===== config.mk =====
export PLATFORM = sky130hd
export DESIGN_NAME = meter_line_checksum_parser_core_flat
export DESIGN_NICKNAME = d
export VERILOG_FILES = /design/src/design/mlcp_pkg.sv /design/src/design/mlcp_ifs.sv /design/src/design/meter_line_checksum_parser_core.sv /design/src/flat_wrapper.sv
export SDC_FILE = /design/constraint.sdc
export NUM_CORES = 1
export LEC_CHECK = 0
export BUFFER_PORTS_ARGS = -buffer_cell sky130_fd_sc_hd__buf_2
export CAP_MARGIN = 20
export CORE_MARGIN = 2
export CORE_UTILIZATION = 50
export DETAILED_ROUTE_END_ITERATION = 6
export MAX_ROUTING_LAYER = met4
export PLACE_DENSITY_LB_ADDON = 0.05
export SLEW_MARGIN = 0
export SYNTH_ARGS = -nofsm -noshare
export SYNTH_HDL_FRONTEND = slang
export SYNTH_SLANG_ARGS = --single-unit

===== constraint.sdc =====
create_clock -name clk -period 5.2 [get_ports clk]
set_clock_uncertainty 0.1 [all_clocks]
set_input_delay 0.26 -clock clk [delete_from_list [all_inputs] [get_ports clk]]
set_output_delay 0.26 -clock clk [all_outputs]
set_load 0.005 [all_outputs]

===== src/design/mlcp_pkg.sv =====
// Shared types, label table and character codes of the meter line parser.
package mlcp_pkg;

	typedef logic [4:0] label_idx_t;
	typedef logic [3:0] val_width_t;

	localparam int          NUM_LABELS    = 18;
	localparam int          NUM_IDENT     = 3;
	localparam label_idx_t  LABEL_NONE    = 5'd18;
	localparam label_idx_t  LABEL_PTEC    = 5'd14;
	localparam int          LABEL_MAX_LEN = 8;

	localparam logic [7:0]  CHAR_NUL   = 8'h00;
	localparam logic [7:0]  CHAR_LF    = 8'h0A;
	localparam logic [7:0]  CHAR_CR    = 8'h0D;
	localparam logic [7:0]  CHAR_SPACE = 8'h20;
	localparam logic [7:0]  CHAR_ZERO  = 8'h30;
	localparam logic [7:0]  CHAR_NINE  = 8'h39;
	localparam logic [7:0]  CSUM_BIAS  = 8'h20;

	localparam logic [29:0] NUMBER_CAP = 30'd999999999;
	localparam logic [7:0]  REPORT_INTERVAL_RST = 8'd20;

	// label names packed right-justified, first character in the highest used byte
	localparam logic [63:0] LABEL_NAMES [NUM_LABELS] = '{
		64'h0000_0000_4144_434F,  // ADCO
		64'h004F_5054_4152_4946,  // OPTARIF
		64'h0000_4953_4F55_5343,  // ISOUSC
		64'h0000_0000_4241_5345,  // BASE
		64'h0000_0000_4843_4843,  // HCHC
		64'h0000_0000_4843_4850,  // HCHP
		64'h0000_454A_5048_504D,  // EJPHPM
		64'h0000_0045_4A50_484E,  // EJPHN
		64'h0042_4252_4843_4A42,  // BBRHCJB
		64'h0042_4252_4850_4A42,  // BBRHPJB
		64'h0042_4252_4843_4A57,  // BBRHCJW
		64'h0042_4252_4850_4A57,  // BBRHPJW
		64'h0042_4252_4843_4A52,  // BBRHCJR
		64'h0042_4252_4850_4A52,  // BBRHPJR
		64'h0000_0000_5054_4543,  // PTEC
		64'h0000_0049_494E_5354,  // IINST
		64'h0000_0000_494D_4158,  // IMAX
		64'h0000_0000_5041_5050   // PAPP
	};

	localparam val_width_t VALUE_WIDTHS [NUM_LABELS] = '{
		4'd12, 4'd4, 4'd2, 4'd9, 4'd9, 4'd9, 4'd9, 4'd9, 4'd9,
		4'd9,  4'd9, 4'd9, 4'd9, 4'd9, 4'd4, 4'd3, 4'd3, 4'd5
	};

	function automatic label_idx_t label_lookup(input logic [63:0] chars);
		label_idx_t idx;
		idx = LABEL_NONE;
		if (chars != 64'd0) begin
			for (int i = 0; i < NUM_LABELS; i++) begin
				if (chars == LABEL_NAMES[i]) begin
					idx = label_idx_t'(i);
				end
			end
		end
		return idx;
	endfunction

endpackage


===== src/design/mlcp_ifs.sv =====
// Valid/ready channel interfaces: received bytes, configuration writes, line results.
interface mlcp_byte_if;
	logic       valid;
	logic       ready;
	logic [7:0] rx_byte;

	modport source (output valid, output rx_byte, input ready);
	modport sink (input valid, input rx_byte, output ready);
endinterface

interface mlcp_cfg_if;
	logic       valid;
	logic       ready;
	logic [7:0] report_interval;

	modport source (output valid, output report_interval, input ready);
	modport sink (input valid, input report_interval, output ready);
endinterface

interface mlcp_result_if;
	logic        valid;
	logic        ready;
	logic [4:0]  label_index;
	logic        checksum_ok;
	logic [29:0] number_value;
	logic [31:0] text_value;
	logic        report;

	modport source (output valid, output label_index, output checksum_ok,
		output number_value, output text_value, output report, input ready);
	modport sink (input valid, input label_index, input checksum_ok,
		input number_value, input text_value, input report, output ready);
endinterface


===== src/design/meter_line_checksum_parser_core.sv =====
// Meter line parser: byte stream in, one checksum/label/value result per completed line.
//
//   channel  dir   request payload                                   handshake
//   rx       in    rx_byte                                           valid/ready
//   cfg      in    report_interval                                   valid/ready
//   res      out   label_index checksum_ok number_value text_value   valid/ready
//                  report
//
// One byte per cycle sustained unless a line end stalls; a byte is registered, then
// folded into the line state, and a line end loads the result register at that step.
// Reset clears the line state, the per-label counters and identity flags.
// A line end stalls only while the result register is still full and not taken.
// cfg is always ready.
module meter_line_checksum_parser_core #(
	parameter int LINE_MAX = 64
) (
	input  logic                 clk,
	input  logic                 arst_n,
	mlcp_byte_if.sink            rx,
	mlcp_cfg_if.sink             cfg,
	mlcp_result_if.source        res
);
	import mlcp_pkg::*;

	localparam int             LEN_W     = $clog2(LINE_MAX);
	localparam logic [LEN_W-1:0] LINE_LAST = LEN_W'(LINE_MAX - 1);

	// input stage
	logic             valid_s1;
	logic [7:0]       byte_s1;

	// line state
	logic [LEN_W-1:0] line_len_q;
	logic [5:0]       sum_q;
	logic [15:0]      last_two_q;
	logic [63:0]      label_q;
	logic             past_q;
	label_idx_t       label_idx_q;
	logic [3:0]       taken_q;
	logic [29:0]      num_q;
	logic [31:0]      text_q;
	logic             digits_done_q;

	logic [7:0]       counters_q [NUM_LABELS];
	logic [NUM_IDENT-1:0] ident_seen_q;
	logic [7:0]       interval_q;

	logic             out_valid_q;

	// next-state
	logic [LEN_W-1:0] line_len_d;
	logic [5:0]       sum_d;
	logic [15:0]      last_two_d;
	logic [63:0]      label_d;
	logic             past_d;
	label_idx_t       label_idx_d;
	logic [3:0]       taken_d;
	logic [29:0]      num_d;
	logic [31:0]      text_d;
	logic             digits_done_d;

	logic             skip, line_end, emit, advance, csum_ok, hit, due;
	logic             is_digit;
	logic [33:0]      num_next;
	logic [7:0]       cnt_rd;
	logic [7:0]       cnt_new;
	logic             rep;

	assign skip     = (byte_s1 == CHAR_CR) || (byte_s1 == CHAR_NUL);
	assign line_end = (byte_s1 == CHAR_LF) || (line_len_q == LINE_LAST);
	assign emit     = valid_s1 && !skip && line_end && (line_len_q != '0);
	assign advance  = valid_s1 && (!emit || !out_valid_q || res.ready);

	assign rx.ready  = !valid_s1 || advance;
	assign cfg.ready = 1'b1;

	assign csum_ok = (8'({2'b00, sum_q}) + CSUM_BIAS) == last_two_q[7:0];
	assign hit     = csum_ok && past_q && (label_idx_q != LABEL_NONE);
	assign cnt_rd  = counters_q[label_idx_q];
	assign is_digit = (byte_s1 >= CHAR_ZERO) && (byte_s1 <= CHAR_NINE);
	assign num_next = (34'(num_q) << 3) + (34'(num_q) << 1) + 34'(byte_s1[3:0]);

	always_comb begin
		due = (cnt_rd >= interval_q) && ((label_idx_q == LABEL_PTEC) || (num_q != '0));
		if (label_idx_q < label_idx_t'(NUM_IDENT)) begin
			rep = !ident_seen_q[label_idx_q[1:0]];
		end else begin
			rep = due;
		end
		cnt_new = due ? 8'd1 : cnt_rd + 8'd1;
	end

	always_comb begin
		line_len_d    = line_len_q;
		sum_d         = sum_q;
		last_two_d    = last_two_q;
		label_d       = label_q;
		past_d        = past_q;
		label_idx_d   = label_idx_q;
		taken_d       = taken_q;
		num_d         = num_q;
		text_d        = text_q;
		digits_done_d = digits_done_q;
		if (!skip && line_end) begin
			line_len_d    = '0;
			sum_d         = '0;
			last_two_d    = '0;
			label_d       = '0;
			past_d        = 1'b0;
			label_idx_d   = LABEL_NONE;
			taken_d       = '0;
			num_d         = '0;
			text_d        = '0;
			digits_done_d = 1'b0;
		end else if (!skip) begin
			if (line_len_q >= LEN_W'(2)) begin
				sum_d = sum_q + last_two_q[13:8];
			end
			last_two_d = {last_two_q[7:0], byte_s1};
			if (!past_q) begin
				if (byte_s1 == CHAR_SPACE) begin
					past_d = 1'b1;
					if (line_len_q > LEN_W'(LABEL_MAX_LEN)) begin
						label_d     = '0;
						label_idx_d = LABEL_NONE;
					end else begin
						label_idx_d = label_lookup(label_q);
					end
				end else begin
					label_d = {label_q[55:0], byte_s1};
				end
			end else if (label_idx_q != LABEL_NONE &&
					taken_q < VALUE_WIDTHS[label_idx_q]) begin
				if (taken_q < 4'd4) begin
					text_d = text_q | (32'(byte_s1) << {~taken_q[1:0], 3'b000});
				end
				if (!digits_done_q) begin
					if (is_digit) begin
						num_d = (num_next > 34'(NUMBER_CAP)) ? NUMBER_CAP : num_next[29:0];
					end else begin
						digits_done_d = 1'b1;
					end
				end
				taken_d = taken_q + 4'd1;
			end
			line_len_d = line_len_q + LEN_W'(1);
		end
	end

	always_ff @(posedge clk or negedge arst_n) begin
		if (!arst_n) begin
			valid_s1 <= 1'b0;
		end else if (rx.ready) begin
			valid_s1 <= rx.valid;
		end
	end

	always_ff @(posedge clk) begin
		if (rx.valid && rx.ready) begin
			byte_s1 <= rx.rx_byte;
		end
	end

	always_ff @(posedge clk or negedge arst_n) begin
		if (!arst_n) begin
			line_len_q    <= '0;
			sum_q         <= '0;
			last_two_q    <= '0;
			label_q       <= '0;
			past_q        <= 1'b0;
			label_idx_q   <= LABEL_NONE;
			taken_q       <= '0;
			num_q         <= '0;
			text_q        <= '0;
			digits_done_q <= 1'b0;
		end else if (advance) begin
			line_len_q    <= line_len_d;
			sum_q         <= sum_d;
			last_two_q    <= last_two_d;
			label_q       <= label_d;
			past_q        <= past_d;
			label_idx_q   <= label_idx_d;
			taken_q       <= taken_d;
			num_q         <= num_d;
			text_q        <= text_d;
			digits_done_q <= digits_done_d;
		end
	end

	always_ff @(posedge clk or negedge arst_n) begin
		if (!arst_n) begin
			for (int i = 0; i < NUM_LABELS; i++) begin
				counters_q[i] <= '0;
			end
			ident_seen_q <= '0;
		end else if (advance && emit && hit) begin
			if (label_idx_q < label_idx_t'(NUM_IDENT)) begin
				ident_seen_q[label_idx_q[1:0]] <= 1'b1;
			end else begin
				counters_q[label_idx_q] <= cnt_new;
			end
		end
	end

	always_ff @(posedge clk or negedge arst_n) begin
		if (!arst_n) begin
			interval_q <= REPORT_INTERVAL_RST;
		end else if (cfg.valid && cfg.ready) begin
			interval_q <= cfg.report_interval;
		end
	end

	always_ff @(posedge clk or negedge arst_n) begin
		if (!arst_n) begin
			out_valid_q <= 1'b0;
		end else if (advance && emit) begin
			out_valid_q <= 1'b1;
		end else if (res.ready) begin
			out_valid_q <= 1'b0;
		end
	end

	always_ff @(posedge clk) begin
		if (advance && emit) begin
			res.checksum_ok <= csum_ok;
			if (hit) begin
				res.label_index  <= label_idx_q;
				res.number_value <= num_q;
				res.text_value   <= text_q;
				res.report       <= rep;
			end else begin
				res.label_index  <= LABEL_NONE;
				res.number_value <= '0;
				res.text_value   <= '0;
				res.report       <= 1'b0;
			end
		end
	end

	assign res.valid = out_valid_q;

	// known label only comes with a good checksum
	a_label_needs_csum: assert property (@(posedge clk) disable iff (!arst_n)
		res.valid |-> (res.label_index == LABEL_NONE || res.checksum_ok))
		else $error("label reported on bad checksum");

	a_none_is_blank: assert property (@(posedge clk) disable iff (!arst_n)
		(res.valid && res.label_index == LABEL_NONE) |->
		(res.number_value == '0 && res.text_value == '0 && !res.report))
		else $error("payload on unknown line");

	a_number_cap: assert property (@(posedge clk) disable iff (!arst_n)
		res.valid |-> (res.number_value <= NUMBER_CAP))
		else $error("number above cap");

	a_len_bound: assert property (@(posedge clk) disable iff (!arst_n)
		line_len_q <= LINE_LAST)
		else $error("line length overrun");

	a_empty_after_end: assert property (@(posedge clk) disable iff (!arst_n)
		(advance && emit) |=> (line_len_q == '0 && !past_q))
		else $error("line state not cleared after result");

endmodule


===== src/flat_wrapper.sv =====
// flat-port wrapper written by rule: the top's interface ports become plain ports
module meter_line_checksum_parser_core_flat import mlcp_pkg::*;
#(
	parameter int LINE_MAX = 64
)
  (clk, arst_n, rx_valid, rx_rx_byte, rx_ready, cfg_valid, cfg_report_interval, cfg_ready, res_valid, res_label_index, res_checksum_ok, res_number_value, res_text_value, res_report, res_ready);
  mlcp_byte_if rx_i ();
  mlcp_cfg_if cfg_i ();
  mlcp_result_if res_i ();
  input  logic clk;
  input  logic arst_n;
  input wire logic [$bits(rx_i.valid)-1:0] rx_valid;
  input wire logic [$bits(rx_i.rx_byte)-1:0] rx_rx_byte;
  output wire logic [$bits(rx_i.ready)-1:0] rx_ready;
  input wire logic [$bits(cfg_i.valid)-1:0] cfg_valid;
  input wire logic [$bits(cfg_i.report_interval)-1:0] cfg_report_interval;
  output wire logic [$bits(cfg_i.ready)-1:0] cfg_ready;
  output wire logic [$bits(res_i.valid)-1:0] res_valid;
  output wire logic [$bits(res_i.label_index)-1:0] res_label_index;
  output wire logic [$bits(res_i.checksum_ok)-1:0] res_checksum_ok;
  output wire logic [$bits(res_i.number_value)-1:0] res_number_value;
  output wire logic [$bits(res_i.text_value)-1:0] res_text_value;
  output wire logic [$bits(res_i.report)-1:0] res_report;
  input wire logic [$bits(res_i.ready)-1:0] res_ready;
  assign rx_i.valid = rx_valid;
  assign rx_i.rx_byte = rx_rx_byte;
  assign rx_ready = rx_i.ready;
  assign cfg_i.valid = cfg_valid;
  assign cfg_i.report_interval = cfg_report_interval;
  assign cfg_ready = cfg_i.ready;
  assign res_valid = res_i.valid;
  assign res_label_index = res_i.label_index;
  assign res_checksum_ok = res_i.checksum_ok;
  assign res_number_value = res_i.number_value;
  assign res_text_value = res_i.text_value;
  assign res_report = res_i.report;
  assign res_i.ready = res_ready;
  meter_line_checksum_parser_core #(.LINE_MAX(LINE_MAX)) u_core (.clk(clk), .arst_n(arst_n), .rx(rx_i), .cfg(cfg_i), .res(res_i));
endmodule

# Word level (Yosys, flattened, before mapping)
# Memories as Yosys holds them, arrays and structs flattened.
# Index checks and enable logic that the tools add are counted.
dict set report word_totals {
  regBits 397
  romBits 128
  inputBits 21
  out_inout_bits 72
  wordCells 218
  n_memories 1
}
dict set report op_classes {
  n_addsub 7
  magnitude_cmp 13
  eq_ne 29
  shift 1
  n_mux 78
  bitwise_logic 5
  reduce_logical 46
}
# name words width read_ports rd_ports_with_merged_regs wr line
set memory_table {}
lappend memory_table {{(name not given)} 32 4 1 0 0 meter_line_checksum_parser_core.sv:133} ;# taken_q < VALUE_WIDTHS[label_idx_q]) begin
# op n
set ops {}
lappend ops {{$eq A64 B31 Y1 const B} 7}
lappend ops {{$eq A64 B55 Y1 const B} 7}
lappend ops {{$mux W64} 5}
lappend ops {{$mux W30} 7}
lappend ops {{$mux W32} 5}
lappend ops {{$bwmux W144} 1}
lappend ops {{$eq A64 B39 Y1 const B} 2}
lappend ops {{$eq A64 B47 Y1 const B} 2}
lappend ops {{$mux W5} 24}
lappend ops {{$reduce_bool A64 Y1} 1}
lappend ops {{$bmux W8 S5} 1}
lappend ops {{$demux W8 S5} 1}
lappend ops {{$add A33 B31 Y34} 1}
lappend ops {{$add A34 B4 Y34} 1}
lappend ops {{$gt A34 B30 Y1 const B} 1}
lappend ops {{$mux W8} 4}
lappend ops {{$or A32 B32 Y32} 1}
lappend ops {{$shl A8 B5 Y32} 1}
lappend ops {{$mux W6} 5}
lappend ops {{$reduce_bool A30 Y1} 1}
lappend ops {{$mux W14} 2}
lappend ops {{$mux W4} 6}
lappend ops {{$eq A8 B4 Y1 const B} 2}
lappend ops {{$logic_and A1 B1 Y1} 15}
lappend ops {{41 further kinds} 76}

# Longest topological paths before layout
# Gate-level depths: netlist of run 1.
dict set report depth {
  depth_word 25
  ltp_mapped 22
  ltp_nobuf 15
}

# Worst setup path after synthesis of run 1
# Ideal clock, no wire load.
dict set report synth_path {
  path_kind {flip-flop to flip-flop}
  startpoint {reg u_core.byte_s1[4]}
  endpoint {reg u_core.res.checksum_ok (enable)}
  setup_time_ns 0.496
  arrival_time_ns 4.569
  t_required_ns 4.604
  slack_ns 0.034
  stages_incl_launch_ff 8
  path_buffers 1
  synth_period_minus_slack_ns 5.166
  path_cell_list {edfxtp_1 -> buf_6 -> or4_4 -> nor3b_2 -> o22ai_2 -> nor2_4 -> nand3_2 -> nor2_1}
}
dict set report synth_via {
  elab_chain_cells 11
  word_cells_on_any_way 14
  cone_classes {2 x eq/ne; 12 x reduce/logical}
}
# element line
set synth_lines {}
lappend synth_lines {{start: declaration} meter_line_checksum_parser_core.sv:30} ;# logic [7:0] byte_s1;
lappend synth_lines {{start signal: assignment} meter_line_checksum_parser_core.sv:160} ;# byte_s1 <= rx.rx_byte;
lappend synth_lines {{$eq A8 B4 Y1 or $logic_not A8 Y1 (tied branches)} meter_line_checksum_parser_core.sv:69} ;# assign skip = (byte_s1 == CHAR_CR) || (byte_s1 == CHAR_NUL);
lappend synth_lines {{$logic_or A1 B1 Y1} meter_line_checksum_parser_core.sv:69}
lappend synth_lines {{$logic_not A1 Y1} meter_line_checksum_parser_core.sv:71} ;# assign emit = valid_s1 && !skip && line_end && (line_len_q != '0);
lappend synth_lines {{$logic_and A1 B1 Y1} meter_line_checksum_parser_core.sv:71}
lappend synth_lines {{$logic_and A1 B1 Y1 * (2 in series)} meter_line_checksum_parser_core.sv:71}
lappend synth_lines {{$logic_not A1 Y1} meter_line_checksum_parser_core.sv:72} ;# assign advance = valid_s1 && (!emit || !out_valid_q || res.ready);
lappend synth_lines {{$logic_or A1 B1 Y1 (2 in series)} meter_line_checksum_parser_core.sv:72}
lappend synth_lines {{$logic_and A1 B1 Y1} meter_line_checksum_parser_core.sv:72}
lappend synth_lines {{$logic_and A1 B1 Y1 *} meter_line_checksum_parser_core.sv:224} ;# if (advance && emit) begin
lappend synth_lines {{end signal: assignment} meter_line_checksum_parser_core.sv:225} ;# res.checksum_ok <= csum_ok;
lappend synth_lines {{end: declaration} mlcp_ifs.sv:29} ;# modport source (output valid, output label_index, output checksum_ok,
# Every way passes the cells marked *; elsewhere a longest branch is shown, timed or not.
# A chain may end at the register's enable or synchronous reset.

# Worst setup path in the final report of run 1
dict set report layout_path {
  startpoint {reg u_core.byte_s1[2]}
  endpoint {reg u_core.num_q[3]}
}
dict set report layout_via {
  elab_chain_cells 11
  word_cells_on_any_way 32
  cone_classes {1 x add/sub; 3 x order compare; 4 x eq/ne; 7 x mux; 17 x reduce/logical}
}
# element line
set layout_lines {}
lappend layout_lines {{parallel branches: the longest is 11 deep, another holds $add A34 B4 Y34} -}
lappend layout_lines {{end signal: assignment} meter_line_checksum_parser_core.sv:184} ;# num_q <= num_d;
lappend layout_lines {{end: declaration} meter_line_checksum_parser_core.sv:40} ;# logic [29:0] num_q;
# Several ways; the timed one is not identified. The select of a mux whose other input is x is not followed.

==> out/metrics.yaml, run 1 <==
yosys:
  synthSimpleGateAreaFrac: 0.188
  synthArstFlopShare: 0.806
  yosys-top-cells-area: "dfrtp_1, edfxtp_1, nand2_1, o21ai_0, ha_1"
  yosysTopAreaCell: "dfrtp_1"
  yosysWarningCount: 0
  syn_inst: 2047
  synth-xor-area-share: 0.0187
  synth_top_area_frac: 0.385
  syn_nets: 2154
  synthFlopType: "dfrtp_1"
  ys_seq_area_frac: 0.502
  synth_compound_area_frac: 0.157
  synth-edff-count: 77
  ys_top_cells_by_count: "nand2_1, dfrtp_1, o21ai_0"
  synth_mux_area_frac: 0.0473
  netlist_area_mm2: 0.0206
  syn_area_per_cell_um2: 10.0
  synthAdderAreaFrac: 0.0534
  synth_most_common_cell: "nand2_1"
  synth-seq-cells: 397
  synth_top_family_by_area: "simple AND/OR/NAND/NOR gates"
  ys_types: 94
place:
  dp.cells: 2582
  place.gp.congestion: 0.909
  io_buffers: 91
  dp_hpwl_um: 37300
  place_area_mm2: 0.0215
cells_and_area:
  area_growth_syn_to_layout_pct: 13.1
  design_area_mm2: 0.0233
  final_net_count: 2237
  fin_cells: 2698
  layout-drive-gt1-share: 0.130
floorplan:
  io_pins: 93
  row_count: 74
  die_h_um: 207
  dieArea_mm2: 0.0428
  core_region_area_mm2: 0.0407
  start_util: 0.505
  chipWidth_um: 207
hold_path:
  hp-class: "input pin to asynchronous set/reset pin"
pwr:
  power_density_mw_per_mm2: 305
  irDropWorstVdd_mv: 0.255
  p_total_w: 0.00709
  cellLeakagePower_nw: 10.2
global_routing:
  grt_overflow: 0
  antenna_found_initial: 1
  grt_max_degree: 134
  grt_usage: 0.268
  grt_pass1_vias: 15100
  grt_pass1_wl_um: 86500
clock_tree:
  numCtsBuffers: 44
  cts_resized: 0
  cts_buffer_depth: 3
  cts_root_buf: "clkbuf_16"
  clock_latency_ns: 0.59
  cts_tree: "yes"
  path_clk_slew_ns: 0.05
  cts_sinks: 397
  htree_levels: 2
drt:
  wirelength_um: 54600
  wl_per_cell_um: 20.2
  drc_errors: 0
  first_iter_violations: 1150
  ant_nets: 0
  firstDrtPassIters: 5
  vias_per_cell: 5.86
  route.vias.total: 15800
timing:
  fmax_mhz: 211
  worst_pin_slew_ns: 1.00
  min_period_over_period: 0.912
  finalCriticalPeriod_ns: 4.74
  setup_tns_ns: 0
  final_hold_viol_count: 0
  slew_violations: 0
  setup_viol: 0
  relSlewSlack: 0.331
  rsz0062_at_grt: "false"
  whs_ns: 0.203
setup_path:
  path_cells: "ha_1, ha_1, inv_1, fa_1, nor2b_1, o2111a_2, o31ai_1, a2bb2oi_1, xor2_1, nand4b_1, nand4bb_1, a21oi_1, or3_1, or3b_1"
  cp_slowest_cell: "edfxtp_1"
  max_stage_delay_ns: 0.63
  cp-end-kind: "register"
  path_common_cell: "ha_1"
  worstPathMaxFanout: 12
  crit_path_start: "u_core.byte_s1[2]$_DFFE_PP_"
  cp.arrival_ns: 5.10
  r2r-start: "u_core.byte_s1[2]$_DFFE_PP_"
  crit_type: "register to register"
  required_ns: 5.55
  crit_path_start_kind: "register"
status:
  outcome: "finished, final reports clean"
run:
  cap_violations: 0
==> critical path, delay by kind of cell (launching register included) <==
kind | cells | cell delay, ns
adder cells (fa/ha/maj) | 3 | 0.99
XOR/XNOR | 1 | 0.34
buffers and inverters | 1 | 0.06
AO/OA/AOI/OAI | 4 | 1.24
flip-flops | 1 | 0.63
AND/OR/NAND/NOR | 5 | 1.25
==> what timing repair did <==
action,4_1_cts,5_1_grt
hold buffers,34,0
buffers inserted,0,0
hold endpoints to repair,111,0
==> where the power goes <==
part,internal [W],switching (W)
sequential,0.00332,0.000204
clock,0.00169,0.00132
combinational,0.000227,0.000334
==> cell families after synthesis <==
logic type | after synthesis
and+or+nand+nor | 793
AOI/OAI and AO/OA | 509
DFF | 397
buffers and inverters | 160
adders and majority gates | 86
muxes | 57
xor gates and xnor gates | 44
other | 1
==> final cells by class <==
class	instances	area, um^2
multi-input cells	1490	9600
inverters	36	135
diodes	1	2.50
well taps	532	666
fillers	3598	17500
flip-flops and latches	397	10300
clock inverters	23	159
repair buffers	161	1140
clock buffers	58	1230
==> layer usage <==
metal,up-vias,wire length (um),global-route usage
li1,7553,-,-
met1,7669,25300,0.378
met2,499,24800,0.406
met3,96,3150,0.0432
met4,0,1300,0.0745
met5,-,0,-
==> cells in the final DEF, fill, tap and decap left out, types with 9 or more instances in the layout <==
cell and instances:
nand2_1 390, dfrtp_1 315, o21ai_0 260, buf_2 90
ha_1 83, nor2_1 82, edfxtp_1 77, and2_1 71
nand3_1 61, a21oi_1 53, clkbuf_16 45, nor4_1 38
inv_1 35, dlygate4sd3_1 34, mux4_2 32, a22o_1 32
buf_4 31, xnor2_1 28, nor3_1 24, mux2i_1 24
nand4_1 23, a21o_1 21, xor2_1 16, and3_1 14
a22oi_1 14, nand2b_1 12, a211oi_1 11, nor2b_1 10
clkinv_2 10, o22ai_1 9, o211ai_2 9
==> state kept, by name, indices dropped and copies added (netlist names), 8 cells and up <==
name	cells
u_core.counters_q	144
u_core.interval_q	8
u_core.byte_s1	8
u_core.text_q	32
u_core.label_q	64
u_core.res.number_value	30
u_core.last_two_q	14
u_core.num_q	30
u_core.res.text_value	32
==> per-stage QoR <==
| stage | util | setup WS [ns] |
|---|---|---|
| 3_3_place_gp | 0.528 | 0.482 |
| 5_1_grt | 0.571 | 0.124 |
| 6_report | 0.571 | 0.458 |
| 2_1_floorplan | - | 0.0342 |
| 4_1_cts | 0.571 | 0.442 |
| 3_5_place_dp | 0.528 | 0.486 |
==> path summary, 6_finish.rpt <==
kind,end,slack [ns],depth (start not counted)
worst min-delay path,u_core.num_q[22]$_DFFE_PN0P_,0.20,2
worst max-delay path,u_core.num_q[3]$_DFFE_PN0P_,0.46,14
worst max register to register,u_core.num_q[3]$_DFFE_PN0P_,0.46,14
max in group asynchronous,u_core.label_idx_q[0]$_DFFE_PN0P_,3.60,3
min in group clk,u_core.byte_s1[4]$_DFFE_PP_,0.29,2
worst min register to register,u_core.ident_seen_q[0]$_DFFE_PN0P_,0.37,1
Note: power is estimated with default switching activity, not from simulation.
==> run 2, diff against run 1 <==
--- a/config.mk
+++ b/config.mk
@@ -7,11 +7,14 @@
 export LEC_CHECK = 0
 export BUFFER_PORTS_ARGS = -buffer_cell sky130_fd_sc_hd__buf_2
 export CAP_MARGIN = 20
+export CELL_PAD_IN_SITES_DETAIL_PLACEMENT = 0
+export CELL_PAD_IN_SITES_GLOBAL_PLACEMENT = 2
 export CORE_MARGIN = 2
-export CORE_UTILIZATION = 50
+export CORE_UTILIZATION = 37
 export DETAILED_ROUTE_END_ITERATION = 6
 export MAX_ROUTING_LAYER = met4
 export PLACE_DENSITY_LB_ADDON = 0.05
+export REMOVE_ABC_BUFFERS = 1
 export SLEW_MARGIN = 0
 export SYNTH_ARGS = -nofsm -noshare
 export SYNTH_HDL_FRONTEND = slang
==> constraint.sdc (replaced) <==
create_clock -name clk -period 5.2 [get_ports clk]
set_clock_uncertainty 0.1 [all_clocks]
set_input_delay 1.04 -clock clk [delete_from_list [all_inputs] [get_ports clk]]
set_output_delay 1.04 -clock clk [all_outputs]
set_load 0.005 [all_outputs]
==> run 2 against run 1 <==
Effect of this change: clock power up 9.6%; hold slack better by 0.12 ns; sequential power about the same; via count down 3.0%; global-route usage down 5.7 points; cell count up 6.9%; design area up 0.50%; highest routed layer unchanged.
==> out/metrics.yaml, run 2 (synthesis gave the netlist of run 1 again) <==
clock_tree:
  cts_sinks: 397  # unchanged
  htree_levels: 2  # unchanged
  clock_latency_ns: 0.59  # about the same
  cts_hold_buf: 0  # was 34
  numCtsBuffers: 46  # was 44
  cts_buffer_depth: 3  # unchanged
  cts_tree: "yes"  # unchanged
  path_clk_slew_ns: 0.06  # was 0.05 ns
  cts_root_buf: "clkbuf_16"  # unchanged
global_routing:
  grt_usage: 0.211  # was 0.268
  grt_overflow: 0  # unchanged
  grt_pass1_wl_um: 91700  # was 86500 um
  grt_max_degree: 129  # was 134
  grt_pass1_vias: 15400  # was 15100
  antenna_found_initial: 0  # was 1
setup_path:
  crit_type: "register to register"  # unchanged
  cp.arrival_ns: 5.02  # was 5.10 ns
  cp-end-kind: "register"  # unchanged
  required_ns: 5.55  # about the same
  crit_path_start_kind: "register"  # unchanged
  worstPathMaxFanout: 15  # was 12
cells_and_area:
  final_util: 0.425  # was 0.571
  top_regs: "u_core.counters_q x144, u_core.label_q x64"  # unchanged
  final_cell_mix: "nand2_1, dfrtp_1, o21ai_0, buf_2, ha_1"  # unchanged
  final_common_cell: "nand2_1"  # unchanged
  largest_reg_flops: 144  # unchanged
  final_net_count: 2209  # was 2237
  design_area_mm2: 0.0234  # was 0.0233 mm^2
  layout-drive-gt1-share: 0.135  # was 0.130
  nFillCells: 5405  # was 3598
  top_register: "u_core.counters_q"  # unchanged
  fin_cells: 2885  # was 2698
  area_growth_syn_to_layout_pct: 13.7  # was 13.1%
  antenna_cells: 0  # was 1
timing:
  fmax_mhz: 214  # was 211 MHz
  relSlewSlack: 0.427  # was 0.331
  setup_viol: 0  # unchanged
  rsz0062_at_grt: "false"  # unchanged
  slew_violations: 0  # unchanged
  worst_pin_slew_ns: 0.858  # was 1.00 ns
  min_period_over_period: 0.897  # was 0.912
  finalCriticalPeriod_ns: 4.67  # was 4.74 ns
  setup_tns_ns: 0  # unchanged
  final_hold_viol_count: 0  # unchanged
place:
  dp_hpwl_um: 40200  # was 37300 um
  place.gp.congestion: 0.875  # was 0.909
  dp.cells: 2802  # was 2582
  place_area_mm2: 0.0218  # was 0.0215 mm^2
  io_buffers: 91  # unchanged
drt:
  wl_per_cell_um: 20.0  # was 20.2 um
  first_iter_violations: 815  # was 1150
  route.vias.total: 15300  # was 15800
  vias_per_cell: 5.32  # was 5.86
  drc_errors: 0  # unchanged
  wirelength_um: 57700  # was 54600 um
  ant_nets: 0  # unchanged
  firstDrtPassIters: 5  # unchanged
pwr:
  power_density_mw_per_mm2: 314  # was 305 mW/mm^2
  cellLeakagePower_nw: 10.2  # about the same
  irDropWorstVdd_mv: 0.209  # was 0.255 mV
  p_total_w: 0.00734  # was 0.00709 W
status:
  outcome: "finished, final reports clean"  # unchanged
floorplan:
  chipWidth_um: 240  # was 207 um
  io_pins: 93  # unchanged
  dieArea_mm2: 0.0575  # was 0.0428 mm^2
  row_count: 86  # was 74
  start_util: 0.374  # was 0.505
  core_region_area_mm2: 0.0550  # was 0.0407 mm^2
  die_h_um: 240  # was 207 um
run:
  cap_violations: 0  # unchanged
hold_path:
  hp-class: "input pin to asynchronous set/reset pin"  # unchanged
run 2: cell types whose count changed in the layout (fill, tap and decap cells not counted), moves of 2 or more:
cell	change
dlygate4sd3_1	-34
bufinv_16	+4
clkinv_2	-4
buf_4	+3
clkbuf_1	+2
clkbuf_16	+2
clkinv_1	-2
clkinv_4	-2
clkinv_8	+2
inv_16	-2
run 2: final timing paths:
kind                       cells past startpoint                          startpoint  slack, ns                            endpoint
hold / removal                                 1                              arst_n       0.32       u_core.text_q[20]$_DFFE_PN0P_
max in group asynchronous                      2                              arst_n       3.59   u_core.counters_q[99]$_DFFE_PN0P_
setup / recovery                              14         u_core.byte_s1[2]$_DFFE_PP_       0.53         u_core.num_q[3]$_DFFE_PN0P_
min in group clk                               1  u_core.ident_seen_q[1]$_DFFE_PN0P_       0.37  u_core.ident_seen_q[1]$_DFFE_PN0P_
setup reg to reg                              14         u_core.byte_s1[2]$_DFFE_PP_       0.53         u_core.num_q[3]$_DFFE_PN0P_
hold reg to reg                                1  u_core.ident_seen_q[1]$_DFFE_PN0P_       0.37  u_core.ident_seen_q[1]$_DFFE_PN0P_
run 2: layout make-up:
| cell class | count | area, um^2 | share of cell area |
|---|---|---|---|
| clock inverter | 21 | 246 | 0.0105 |
| multi-input combinational | 1490 | 9600 | 0.411 |
| inverter | 36 | 135 | 0.00578 |
| clock buffer | 62 | 1290 | 0.0553 |
| sequential | 397 | 10300 | 0.442 |
| tap | 748 | 936 | 0.0400 |
| timing repair buffer | 131 | 841 | 0.0360 |
run 2: metal layers:
| layer | wire length [um] | track usage | share of wire |
|---|---|---|---|
| met2 | 26500 | 0.326 | 0.46 |
| met3 | 1940 | 0.0267 | 0.034 |
| met1 | 27900 | 0.291 | 0.48 |
| met4 | 1350 | 0.0610 | 0.023 |
| met5 | 0 | - | 0 |
run 2: timing repair:
action / 4_1_cts / 5_1_grt
endpoints found under the hold margin: 0 / 0
setup endpoints to repair: 0 / 1
resized for setup: 0 / 1
setup buffers: 0 / 0
run 2: metrics by stage:
| step | hold slack [ns] | worst slack [ns] |
|---|---|---|
| final | 0.321 | 0.535 |
| after floorplan | 0.327 | -5.76 |
| after global routing | 0.346 | 0.181 |
| after CTS | 0.320 | 0.413 |
| after detailed placement | 0.349 | 0.440 |
| after global placement | 0.344 | 0.603 |
run 2: power by group:
| part | switching, W | leakage, nW | internal, W | total, W |
|---|---|---|---|---|
| sequential | 0.000197 | 4.97 | 0.00332 | 0.00352 |
| combinational | 0.000321 | 4.47 | 0.000208 | 0.000529 |
| clock | 0.00135 | 0.751 | 0.00195 | 0.00330 |
run 2: worst max-delay path: stages, from the launching register on:
cell	delay, ns
edfxtp_1	0.56
ha_1	0.36
ha_1	0.19
inv_1	0.06
fa_1	0.40
nor2b_1	0.19
o2111a_2	0.33
o31ai_1	0.12
a2bb2oi_1	0.49
xor2_1	0.29
nand4b_1	0.16
nand4bb_1	0.22
a21oi_1	0.28
or3_2	0.41
or3b_1	0.38
==> run 3, diff against run 2 <==
--- a/config.mk
+++ b/config.mk
@@ -5,12 +5,13 @@
 export SDC_FILE = /design/constraint.sdc
 export NUM_CORES = 1
 export LEC_CHECK = 0
+export ABC_AREA = 1
 export BUFFER_PORTS_ARGS = -buffer_cell sky130_fd_sc_hd__buf_2
 export CAP_MARGIN = 20
 export CELL_PAD_IN_SITES_DETAIL_PLACEMENT = 0
 export CELL_PAD_IN_SITES_GLOBAL_PLACEMENT = 2
 export CORE_MARGIN = 2
-export CORE_UTILIZATION = 37
+export CORE_UTILIZATION = 34
 export DETAILED_ROUTE_END_ITERATION = 6
 export MAX_ROUTING_LAYER = met4
 export PLACE_DENSITY_LB_ADDON = 0.05
==> run 3 against run 2 <==
Effect of this change: setup slack better by 0.17 ns; non-clock buffer count down 10; register-to-register slack better by 0.17 ns; die area up 20%; highest routed layer unchanged.
==> out/metrics.yaml, run 3 <==
global_routing:
  grt_pass1_vias: 19700  # was 15400
  antenna_found_initial: 2  # was 0
  grt_usage: 0.220  # was 0.211
  grt_overflow: 0  # unchanged
  grt_max_degree: 109  # was 129
  grt_pass1_wl_um: 117000  # was 91700 um
yosys:
  yosysWarningCount: 0  # unchanged
  ys_top_cells_by_count: "nand2_1, inv_1, dfrtp_1"  # was nand2_1, dfrtp_1, o21ai_0
  syn_area_per_cell_um2: 7.69  # was 10.0 um^2
  netlist_area_mm2: 0.0227  # was 0.0206 mm^2
  ys_types: 62  # was 94
  synth_most_common_cell: "nand2_1"  # unchanged
  ys_seq_area_frac: 0.455  # was 0.502
  syn_inst: 2947  # was 2047
  synth-seq-cells: 397  # unchanged
  synthFlopType: "dfrtp_1"  # unchanged
  synthArstFlopShare: 0.806  # unchanged
  synth-edff-count: 77  # unchanged
  yosysTopAreaCell: "dfrtp_1"  # unchanged
  yosys-top-cells-area: "dfrtp_1, nand2_1, edfxtp_1, inv_1, nand3_1"  # was dfrtp_1, edfxtp_1, nand2_1, o21ai_0, ha_1
  synth_top_area_frac: 0.349  # was 0.385
timing:
  relSlewSlack: 0.434  # was 0.427
  setup_viol: 0  # unchanged
  slew_violations: 0  # unchanged
  fmax_mhz: 223  # was 214 MHz
  fin_ws_ns: 0.706  # was 0.535 ns
  final_hold_viol_count: 0  # unchanged
  min_period_over_period: 0.864  # was 0.897
  finalCriticalPeriod_ns: 4.49  # was 4.67 ns
  rsz0062_at_grt: "false"  # unchanged
  worst_pin_slew_ns: 0.849  # was 0.858 ns
pwr:
  p_total_w: 0.00905  # was 0.00734 W
  power_density_mw_per_mm2: 354  # was 314 mW/mm^2
  irDropWorstVdd_mv: 0.179  # was 0.209 mV
  cellLeakagePower_nw: 12.3  # was 10.2 nW
setup_path:
  crit_type: "register to register"  # unchanged
  worstPathMaxFanout: 22  # was 15
  r2r_cells: 15  # was 14
  reg2reg_setup_slack_ns: 0.71  # was 0.53 ns
  crit_path_start_kind: "register"  # unchanged
  reg2reg_to: "u_core.num_q[12]$_DFFE_PN0P_"  # was u_core.num_q[3]$_DFFE_PN0P_
  r2r-start: "u_core.num_q[17]$_DFFE_PN0P_"  # was u_core.byte_s1[2]$_DFFE_PP_
  cp.arrival_ns: 4.84  # was 5.02 ns
  crit_path_start: "u_core.num_q[17]$_DFFE_PN0P_"  # was u_core.byte_s1[2]$_DFFE_PP_
  required_ns: 5.55  # about the same
  cp-end-kind: "register"  # unchanged
  cp-endpoint: "u_core.num_q[12]$_DFFE_PN0P_"  # was u_core.num_q[3]$_DFFE_PN0P_
status:
  outcome: "finished, final reports clean"  # unchanged
cells_and_area:
  layout-drive-gt1-share: 0.0977  # was 0.135
  design_area_mm2: 0.0255  # was 0.0234 mm^2
  antenna_cells: 0  # unchanged
  final_cell_mix: "nand2_1, inv_1, dfrtp_1, nor2_1, nand3_1"  # was nand2_1, dfrtp_1, o21ai_0, buf_2, ha_1
  area_growth_syn_to_layout_pct: 12.7  # was 13.7%
  nFillCells: 6970  # was 5405
  largest_reg_flops: 144  # unchanged
  final_util: 0.388  # was 0.425
  top_regs: "u_core.counters_q x144, u_core.label_q x64"  # unchanged
  top_register: "u_core.counters_q"  # unchanged
  final_net_count: 3108  # was 2209
  final_common_cell: "nand2_1"  # unchanged
  fin_cells: 3905  # was 2885
hold_path:
  hp-class: "input pin to asynchronous set/reset pin"  # unchanged
drt:
  first_iter_violations: 1405  # was 815
  route.vias.total: 19600  # was 15300
  ant_nets: 0  # unchanged
  vias_per_cell: 5.03  # was 5.32
  drc_errors: 0  # unchanged
  wl_per_cell_um: 18.9  # was 20.0 um
  wirelength_um: 73900  # was 57700 um
  firstDrtPassIters: 6  # was 5
place:
  dp_hpwl_um: 53500  # was 40200 um
  place_area_mm2: 0.0239  # was 0.0218 mm^2
  place.gp.congestion: 0.915  # was 0.875
  dpl_worst_slack_ns: 0.777  # was 0.440 ns
  dp.cells: 3814  # was 2802
  io_buffers: 91  # unchanged
floorplan:
  row_count: 94  # was 86
  start_util: 0.344  # was 0.374
  die_h_um: 262  # was 240 um
  chipWidth_um: 262  # was 240 um
  dieArea_mm2: 0.0688  # was 0.0575 mm^2
  io_pins: 93  # unchanged
  core_region_area_mm2: 0.0659  # was 0.0550 mm^2
clock_tree:
  cts_tree: "yes"  # unchanged
  htree_levels: 2  # unchanged
  cts_root_buf: "clkbuf_16"  # unchanged
  clock_latency_ns: 0.60  # was 0.59 ns
  cts_resized: 0  # unchanged
  cts_hold_buf: 0  # unchanged
  path_clk_slew_ns: 0.06  # about the same
  cts_buffer_depth: 3  # unchanged
  numCtsBuffers: 49  # was 46
  cts_sinks: 397  # unchanged
  post_cts_buffers: 0  # unchanged
run:
  cap_violations: 0  # unchanged
## run 3: cells by family after synthesis
family,share of synthesized area
muxes,0.00149
buffers and inverters,0.0937
DFF,0.455
AOI/OAI and AO/OA,0.105
xor gates and xnor gates,0.00745
other,0.000165
and+or+nand+nor,0.288
adders and majority gates,0.0485
## run 3: how the worst min path moves through the flow
stage	startpoint	to	slack, ns	depth (start not counted)
after global routing	arst_n	u_core.counters_q[60]$_DFFE_PN0P_	0.34	1
after floorplan	u_core.ident_seen_q[0]$_DFFE_PN0P_	u_core.ident_seen_q[0]$_DFFE_PN0P_	0.32	2
final	arst_n	u_core.counters_q[63]$_DFFE_PN0P_	0.31	1
after global placement	u_core.ident_seen_q[0]$_DFFE_PN0P_	u_core.ident_seen_q[0]$_DFFE_PN0P_	0.35	2
after CTS	arst_n	u_core.counters_q[55]$_DFFE_PN0P_	0.31	1
after detailed placement	u_core.ident_seen_q[0]$_DFFE_PN0P_	u_core.ident_seen_q[0]$_DFFE_PN0P_	0.35	2
## run 3: routing by layer
metal,part of all wire,track usage
met5,0,-
met4,0.025,0.0562
met3,0.041,0.0296
met2,0.47,0.347
met1,0.47,0.299
## run 3: layout make-up
type,count,area [um^2],area share
multi-input cells,2031,10200,0.401
clock buffers,76,1490,0.0583
inverters,401,1510,0.0590
flip-flops and latches,397,10300,0.404
repair buffers,121,741,0.0290
well taps,864,1080,0.0423
clock inverters,15,173,0.00676
## run 3: worst max-delay path, stage by stage (launching register included)
cell and delay [ns]:
dfrtp_1 0.53, ha_1 0.31, ha_1 0.42, nand2_1 0.14, nor2_1 0.37, nand2_1 0.27, nor4_1 0.49, nand2_1 0.14
nand3_1 0.10, nand2_1 0.06, nor2_1 0.12, nand2_1 0.06, nor2_1 0.12, nand2_1 0.48, nand3_1 0.50, o21ai_0 0.14
## run 3: power by group
part	switching [W]	leakage [nW]	internal, W
Sequential	0.000391	4.86	0.00361
Combinational	0.00106	6.62	0.000494
Clock	0.00142	0.808	0.00207
## run 3: stage by stage
step | TNS (ns) | hold WS (ns)
after floorplan | -48.46 | 0.324
after global placement | 0 | 0.347
after detailed placement | 0 | 0.354
after CTS | 0 | 0.311
after global routing | 0 | 0.337
final | 0 | 0.306
